<file path="src/design/segic_pkg.sv">
`default_nettype none
package segic_pkg;

  localparam int COORD_BITS_DEF  = 16;
  localparam int T_FRAC_BITS_DEF = 16;

  localparam logic [1:0] KIND_PARALLEL  = 2'd0;
  localparam logic [1:0] KIND_COLLINEAR = 2'd1;
  localparam logic [1:0] KIND_NO_CROSS  = 2'd2;
  localparam logic [1:0] KIND_CROSS     = 2'd3;

  typedef struct packed {
    logic       valid;
    logic [1:0] kind;
    logic       full;
  } segic_ctl_t;

endpackage
`default_nettype wire

</file>
<file path="src/design/segic_div_cell.sv">
`default_nettype none
module segic_div_cell #(
  parameter int W  = 35,
  parameter int QW = 16
) (
  input  wire                    clk,
  input  wire                    rst_n,
  input  wire                    en,
  input  segic_pkg::segic_ctl_t  ctl_in,
  input  wire  [W-1:0]           den_in,
  input  wire  [W-1:0]           rem_in,
  input  wire  [QW-1:0]          q_in,
  output segic_pkg::segic_ctl_t  ctl_out,
  output logic [W-1:0]           den_out,
  output logic [W-1:0]           rem_out,
  output logic [QW-1:0]          q_out
);
  import segic_pkg::*;

  logic         valid_r;
  logic [1:0]   kind_r;
  logic         full_r;
  logic [W-1:0] den_r, rem_r, rem_nxt;
  logic [QW-1:0] q_r, q_nxt;
  logic [W:0]   r2;
  logic         ge;

  always_comb begin
    r2      = {rem_in, 1'b0};
    ge      = (r2 >= {1'b0, den_in});
    rem_nxt = ge ? W'(r2 - {1'b0, den_in}) : W'(r2);
    q_nxt   = {q_in[QW-2:0], ge};
  end

  always_ff @(posedge clk) begin
    if (!rst_n) begin
      valid_r <= 1'b0;
    end else if (en) begin
      valid_r <= ctl_in.valid;
    end
  end

  always_ff @(posedge clk) begin
    if (en) begin
      kind_r <= ctl_in.kind;
      full_r <= ctl_in.full;
      den_r  <= den_in;
      rem_r  <= rem_nxt;
      q_r    <= q_nxt;
    end
  end

  assign ctl_out.valid = valid_r;
  assign ctl_out.kind  = kind_r;
  assign ctl_out.full  = full_r;
  assign den_out = den_r;
  assign rem_out = rem_r;
  assign q_out   = q_r;

endmodule
`default_nettype wire

</file>
<file path="config.mk">
export PLATFORM = sky130hd
export DESIGN_NAME = segic_div_cell
export DESIGN_NICKNAME = d
export VERILOG_FILES = /design/src/design/segic_pkg.sv /design/src/design/segic_div_cell.sv
export SDC_FILE = /design/constraint.sdc
export NUM_CORES = 1
export LEC_CHECK = 0
export ABC_AREA = 1
export BUFFER_PORTS_ARGS = -buffer_cell sky130_fd_sc_hd__buf_4
export CORE_MARGIN = 2
export CORE_UTILIZATION = 48
export DETAILED_ROUTE_END_ITERATION = 6
export PLACE_DENSITY = 0.84
export REMOVE_ABC_BUFFERS = 1
export SLEW_MARGIN = 20
export SYNTH_ARGS = -nofsm -noshare
export SYNTH_HDL_FRONTEND = slang
export SYNTH_SLANG_ARGS = --single-unit
</file>
<file path="constraint.sdc">
create_clock -name clk -period 3.1 [get_ports clk]
set_clock_uncertainty 0.1 [all_clocks]
set_input_delay 0 -clock clk [delete_from_list [all_inputs] [get_ports clk]]
set_output_delay 0 -clock clk [all_outputs]
set_load 0.05 [all_outputs]
</file>
==> impl_metrics.yaml, run 1 <==
status:
  status: "finished, violations left"
  violations: "DRC"
floorplan:
  ioPinCount: 183
  die_h_um: 116.3
  fp-row-count: 41
  core_area_sq_mm: 0.01247
  die_area_sq_mm: 0.01353
  die_w_um: 116.3
  start_util: 0.4857
clocking:
  cts.sinks: 90
  insertion_delay_ns: 0.35
  cts_htree_levels: 3
  path_clk_slew_ns: 0.07
  cts_tree: "yes"
  ctsHoldBuffers: 89
  postCtsSetupRepairBufs: 0
  numCtsBuffers: 9
  cts_resized: 0
  clock_tree.root_cell: "clkbuf_16"
  clk_path_buf_depth: 2
yosys:
  yosysWarnings: 0
  synth_ff_type: "edfxtp_1"
  ys_seq_elements: 90
  synth.area.top_cells: "edfxtp_1 (44%), nand2_1 (16%), inv_1 (9.7%)"
  synth_top_cell_by_area: "edfxtp_1"
  synth_commonest_cells: "nand2_1 (256), inv_1 (156), edfxtp_1 (89)"
  synth_cell_types: 33
  synth_cells: 778
  synth_edf_count: 89
  post-synth-top-count-cell: "nand2_1"
  synthArstFlopShare: 0
  yosysSeqAreaShare: 0.4447
  synthesis.area_sq_mm: 0.006055
  postSynthAreaPerCell_sq_um: 7.782
  synth_top_area_share: 0.4414
setup_path:
  cp_cell_sequence: "dlygate4sd3_1, buf_4, inv_1, ha_1, nand2_1, nor2_4, nand2_1, nor2_1, nand2_1, nand3_1, nand3_1, nand4_1, nand2_1"
  worst_setup_path_start_kind: "input port"
  end_kind: "flip-flop"
  worst_path_max_delay_cell: "dlygate4sd3_1"
  arrival_ns: 2.67
  path_class: "in -> reg"
  critPathMostFrequentCell: "nand2_1"
  critPathTopFamily: "simple AND/OR/NAND/NOR gates"
  crit_buf_inv: 3
  required_ns: 3.10
  path_max_fanout: 12
  critPathMaxStageDelay_ns: 0.55
sta:
  min_period_ns: 2.664
  slew_viol_final: 0
  timing.final.hold_violations: 0
  period_share: 0.8594
  setup_viol: 0
  rsz0062_at_grt: "no"
  tns_ns: 0
  clock.fmax_mhz: 375.3
  maxSlewHeadroom: 0.5884
  tightest_slew_ns: 0.6157
detailed_routing:
  routed-via-count: 5903
  via_per_inst: 4.791
  wl_per_cell_um: 13.94
  wirelength_mm: 17.17
  drt_iter0_markers: 514
  drtPass1Iterations: 7
  ant_nets: 0
  drc: 2
global_routing:
  grtUsageMet3: 0.04100
  grt_pass1_wl_mm: 26.84
  busiest_layer: "met2"
  grt_util_all_layers: 0.2564
  use_met2: 0.4496
  grt_antenna_before_repair: 0
  grt_use_met1: 0.3309
  grt_max_degree: 40
  first_global_vias: 5660
  grt_overflow: 0
final_layout:
  drive_above_1_share: 0.2132
  syn2layout_area_growth_pct: 44.84
  diodes: 0
  multiInputGateArea_sq_mm: 0.002693
  final-seq-area_sq_mm: 0.002693
  fill_cells: 1019
  fin_nets: 1184
pwr:
  powerDensity_mw_per_mm2: 464.7
  total_power_mw: 4.076
  p_leak_nw: 4.461
  ir_worst_vdd_uv: 263.3
placement:
  io_buffer_count: 181
  place_hpwl_mm: 12.46
  gp_congestion: 0.9173
min_path:
  hold_path_class: "in -> reg"
run:
  drv_cap: 0
[where the power goes]
part / leakage, nW / internal [mW] / switching, mW
logic: 3.45 / 0.521 / 0.984
registers: 0.878 / 1.50 / 0.0362
clock network: 0.136 / 0.570 / 0.470
[stage by stage]
stage	utilization	instance area, sq um	instances	setup WS (ns)	hold slack [ns]
after global routing	0.7035	8770	1232	0.1726	0.04406
final	0.7035	8770	1232	0.4358	0.03153
after floorplan	-	5971	767	0.4629	-0.006536
after global placement	0.6095	7597	1127	0.6809	0.07838
after detailed placement	0.6095	7597	1127	0.6915	0.07945
after CTS	0.7035	8770	1232	0.4977	0.02785
[layout by cell type, fill, tap and decap left out, drive strengths merged]
master	synthesis	routed
nand4	16	16
dfxtp	1	1
o21bai	5	5
nor4	1	1
nand3	39	39
o21ai	29	29
clkinv	0	3
buf	8	188
inv	156	157
ha	35	35
nand3b	8	8
and2	1	1
nor2	70	70
or2	2	2
xnor2	1	1
nor3	8	8
edfxtp	89	89
a21oi	29	29
clkbuf	3	11
dlygate4sd3	0	89
fa	1	1
a21boi	1	1
nand2	258	258
clkinvlp	0	1
xor2	17	17
[cell families (layout without fill, tap and decap cells)]
kind of cell    after synthesis  after routing  synth area share
xor+xnor                     18             18           0.02604
compound gates               64             64           0.05910
fa+ha+maj                    36             36           0.07564
buf+inv                     167            449            0.1106
flops                        90             90            0.4447
simple gates                403            403            0.2839
[worst paths after layout]
kind / start / endpoint / slack (ns) / cells after the start
min: en / q_out[10] / 0.03 / 1
max: den_in[17] / rem_out[29] / 0.44 / 13
min reg2reg: valid_r / valid_r / 1.03 / 3
max reg2reg: valid_r / valid_r / 1.77 / 3
[per-layer routing]
layer,vias to the layer above,wire [um]
li1,3020,-
met1,2649,7321
met2,216,8451
met3,18,1167
met4,0,232
met5,-,0
[sequential cells by signal (all words and copies together), names as in the netlist]
name     flops
full_r       1
valid_r      1
den_out     35
q_out       16
kind_r       2
rem_out     35
[layout make-up]
cell class,count,area share
Sequential cell,90,0.3070
Multi-Input combinational cell,521,0.3070
Timing Repair Buffer,277,0.2625
Inverter,156,0.06677
Clock buffer,11,0.02768
Tap cell,172,0.02454
Clock inverter,5,0.004423
(Power assumes the default switching activity.)
==> inputs of run 2 (changes only) <==
REMOVE_ABC_BUFFERS = unset   (was 1)
==> run 2 against run 1 <==
Against the previous run: the flow now finishes without violations; maximum frequency decreased by 3.9%; clock power up 16%; combinational power barely moved; cell count about the same; first-iteration DRC count down 9.5%; register-to-register slack barely moved; critical path depth is the same; setup slack lost 0.11 ns; core utilization is 0.39 points higher; global-route usage is 0.52 points higher; final area is 0.56% higher; wire length rose by 3.6%; critical path type unchanged; critical endpoint is now rem_out[27]; largest power group unchanged.
==> impl_metrics.yaml, run 2 (synthesis gave the netlist of run 1 again) <==
detailed_routing:
  via_per_inst: 4.864
  ant_nets: 0
  drt_iter0_markers: 465
  drc: 0
  wl_per_cell_um: 14.46
  routed-via-count: 5988
  drtPass1Iterations: 5
  wirelength_mm: 17.80
global_routing:
  first_global_vias: 5706
  grt_overflow: 0
  grt_util_all_layers: 0.2616
  grt_pass1_wl_mm: 27.28
  grt_antenna_before_repair: 0
  grt_max_degree: 92
clocking:
  cts.sinks: 90
  path_clk_slew_ns: 0.07
  insertion_delay_ns: 0.36
  clk_path_buf_depth: 2
  clock_tree.root_cell: "clkbuf_16"
  numCtsBuffers: 9
  postCtsSetupRepairBufs: 0
  cts_htree_levels: 3
  cts_tree: "yes"
placement:
  dpl-instance-area_sq_mm: 0.007602
  place_hpwl_mm: 12.17
  gp_congestion: 0.9376
  io_buffer_count: 181
  dp_slack_ns: 0.6990
final_layout:
  final_area_sq_mm: 0.008818
  final_cell_mix: "nand2_1 (256), buf_4 (186), inv_1 (156)"
  fin_nets: 1183
  final_core_util: 0.7074
  drive_above_1_share: 0.2134
  syn2layout_area_growth_pct: 45.65
  layout_commonest_cell: "nand2_1"
  diodes: 0
floorplan:
  die_h_um: 116.3
  die_area_sq_mm: 0.01353
  ioPinCount: 183
  start_util: 0.4857
  fp-row-count: 41
  core_area_sq_mm: 0.01247
  die_w_um: 116.3
setup_path:
  critPathTopFamily: "simple AND/OR/NAND/NOR gates"
  critPathMostFrequentCell: "nand2_1"
  end_kind: "flip-flop"
  critPathMaxStageDelay_ns: 0.56
  crit_buf_inv: 3
  cp_cell_sequence: "dlygate4sd3_1, buf_4, inv_1, ha_1, nand2_1, nor2_2, nand2_1, nor2_1, nand2_1, nand3_1, nand3_1, nand4_1, nand2_1"
  required_ns: 3.10
  worst_setup_path_start_kind: "input port"
  worst_path_max_delay_cell: "dlygate4sd3_1"
  arrival_ns: 2.77
  path_max_fanout: 12
  path_class: "in -> reg"
sta:
  slew_viol_final: 0
  tns_ns: 0
  min_period_ns: 2.771
  period_share: 0.8939
  clock.fmax_mhz: 360.9
  rsz0062_at_grt: "no"
  tightest_slew_ns: 0.5903
  setup_viol: 0
  setup_ws_ns: 0.3290
  timing.final.hold_violations: 0
  maxSlewHeadroom: 0.6053
pwr:
  p_leak_nw: 4.479
  ir_worst_vdd_uv: 270.2
  total_power_mw: 4.258
  powerDensity_mw_per_mm2: 482.9
yosys:
  syn_nets: 907
run:
  drv_cap: 0
status:
  status: "finished clean"
min_path:
  hold_path_class: "in -> reg"
## run 2: changes by cell type in the layout (fill, tap and decap cells not counted)
cell | previous run | this run
clkinv_4 | 2 | 0
clkbuf_8 | 1 | 0
bufinv_16 | 0 | 2
inv_8 | 0 | 1
clkinvlp_4 | 1 | 2
clkbuf_1 | 1 | 0
buf_12 | 0 | 1
buf_4 | 188 | 186
## run 2: worst reg2reg max path: stages (launching register included)
cell,delay (ns)
dfxtp_1,0.31
o21ai_0,0.18
a21oi_1,0.06
dlygate4sd3_1,0.57
## run 2: final cells by class
| type | instances | area [sq um] |
|---|---|---|
| Timing Repair Buffer | 276 | 2307 |
| Clock buffer | 9 | 225.2 |
| Inverter | 156 | 585.6 |
| Sequential cell | 90 | 2693 |
| Tap cell | 172 | 215.2 |
| Fill cell | 975 | 3647 |
| Multi-Input combinational cell | 521 | 2693 |
| Clock inverter | 7 | 100.1 |
## run 2: worst paths after layout
path	cells past startpoint	to	startpoint	slack, ns
worst max register to register	3	valid_r	valid_r	1.77
worst min register to register	3	valid_r	valid_r	1.02
worst min-delay path	2	q_out[15]	en	0.12
worst max-delay path	13	rem_out[27]	den_in[13]	0.33
## run 2: per-stage QoR
stage               hold WS, ns  cells
floorplan             -0.006536    778
global placement        0.07794   1126
detailed placement      0.07950   1126
CTS                      0.1311   1231
global route             0.1352   1231
finish                   0.1173   1231
## run 2: per-layer routing
metal  track usage  vias up  part of all wire
li1              -     3020                 -
met1        0.3328     2747              0.43
met2        0.4605      196              0.50
met3       0.04152       25             0.051
met4       0.07778        0             0.016
met5             0        -                 0
## run 2: timing repair
item                                   in CTS  in global routing
resized for setup                           0                  0
hold buffers                               89                  0
endpoints found under the hold margin      89                  0
## run 2: power by group
part / switching (mW) / total (mW) / leakage, nW / internal, mW
logic: 0.991 / 1.51 / 3.45 / 0.522
clock network: 0.498 / 1.21 / 0.154 / 0.713
registers: 0.0381 / 1.53 / 0.878 / 1.50
==> inputs of run 3 (changes only) <==
PLACE_DENSITY = 0.77   (was 0.84)
clock period = 2.8 ns   (was 3.1 ns; I/O delays follow)
==> run 3 against run 2 <==
Against the previous run: core utilization rose by 0.10 points; combinational power rose by 11%; non-clock buffer count is the same; highest routed layer is now met5.
==> impl_metrics.yaml, run 3 (synthesis gave the netlist of run 1 again) <==
status:
  status: "finished clean"
sta:
  slew_viol_final: 0
  tns_ns: 0
  timing.final.hold_violations: 0
  clock.fmax_mhz: 413.6
  tightest_slew_ns: 0.5558
  setup_ws_ns: 0.3822
  period_share: 0.8635
  maxSlewHeadroom: 0.6294
  rsz0062_at_grt: "no"
  min_period_ns: 2.418
  setup_viol: 0
  fin_hold_ws_ns: 0.05825
clocking:
  insertion_delay_ns: 0.35
  clock_tree.root_cell: "clkbuf_16"
  path_clk_slew_ns: 0.07
  numCtsBuffers: 9
  cts_htree_levels: 3
  cts_resized: 0
  cts.sinks: 90
  cts_tree: "yes"
  ctsHoldBuffers: 89
  clk_path_buf_depth: 2
  postCtsSetupRepairBufs: 0
detailed_routing:
  ant_nets: 0
  drtPass1Iterations: 5
  m1WireLength_mm: 7.556
  wl_per_cell_um: 13.97
  drc: 0
  routed-wl-met3_mm: 1.156
  drt_iter0_markers: 401
  highest_layer: "met5"
  wirelength_mm: 17.20
  routed-via-count: 5903
  via_per_inst: 4.795
  route.met2.wl_mm: 8.144
floorplan:
  die_area_sq_mm: 0.01353
  fp-row-count: 41
  start_util: 0.4857
  die_h_um: 116.3
  core_area_sq_mm: 0.01247
  die_w_um: 116.3
  ioPinCount: 183
final_layout:
  layout_commonest_cell: "nand2_1"
  syn2layout_area_growth_pct: 45.86
  fin_nets: 1183
  final_cell_mix: "nand2_1 (256), buf_4 (185), inv_1 (156)"
  diodes: 0
  drive_above_1_share: 0.2134
  fin_cells: 1231
placement:
  dp_slack_ns: 0.6018
  place_hpwl_mm: 12.48
  dp.cells: 1126
  io_buffer_count: 181
  gp_congestion: 0.9126
global_routing:
  grt_overflow: 0
  grt_util_all_layers: 0.2577
  grt_max_degree: 59
  first_global_vias: 5728
  grt_pass1_wl_mm: 26.86
  grt_antenna_before_repair: 1
pwr:
  p_leak_nw: 4.484
  ir_worst_vdd_uv: 292.5
  total_power_mw: 4.691
  powerDensity_mw_per_mm2: 531.2
setup_path:
  arrival_ns: 2.43
  end_kind: "flip-flop"
  path_max_fanout: 5
  worst_setup_path_start_kind: "input port"
  required_ns: 2.81
  path_class: "in -> reg"
yosys:
  syn_nets: 907
min_path:
  hold_path_class: "in -> reg"
run:
  drv_cap: 0
==> run 3: final cells by class <==
cell class                      count  area [sq um]
Fill cell                         987          3635
Sequential cell                    90          2693
Multi-Input combinational cell    521          2693
Timing Repair Buffer              276          2320
Inverter                          156         585.6
Clock buffer                        9         225.2
Tap cell                          172         215.2
Clock inverter                      7         100.1
==> run 3: power by group <==
group	leakage, nW	internal, mW	switching [mW]
Combinational	3.45	0.579	1.09
Sequential	0.878	1.66	0.0411
Clock	0.154	0.789	0.536
Total	4.48	3.02	1.67
==> run 3: final timing paths <==
path,to,from,depth (start not counted),slack (ns)
worst max-delay path,rem_out[24],den_in[0],14,0.38
worst min-delay path,rem_out[24],en,1,0.06
worst max register to register,valid_r,valid_r,3,1.52
worst min register to register,valid_r,valid_r,3,0.99
==> run 3: worst max-delay path, cell delays in order <==
cell           delay, ns
dlygate4sd3_1       0.54
buf_4               0.15
inv_1               0.10
fa_1                0.50
nand2_1             0.11
nand3_1             0.19
nand2_1             0.12
nand2_1             0.09
nand2_1             0.07
nand2_1             0.16
nand2_1             0.14
nand3b_1            0.08
nand3_1             0.13
nand2_1             0.06
==> run 3: per-stage QoR <==
step	area, sq um	util
final	8831	0.7084
after global routing	8831	0.7084
after CTS	8831	0.7084
after detailed placement	7615	0.6109
after global placement	7615	0.6109
after floorplan	6055	-
==> run 3: layer usage <==
layer  vias up  track usage
met2       220       0.4302
met3        27      0.04619
met4         2      0.08730
met5         -            0
met1      2635       0.3402
li1       3019            -
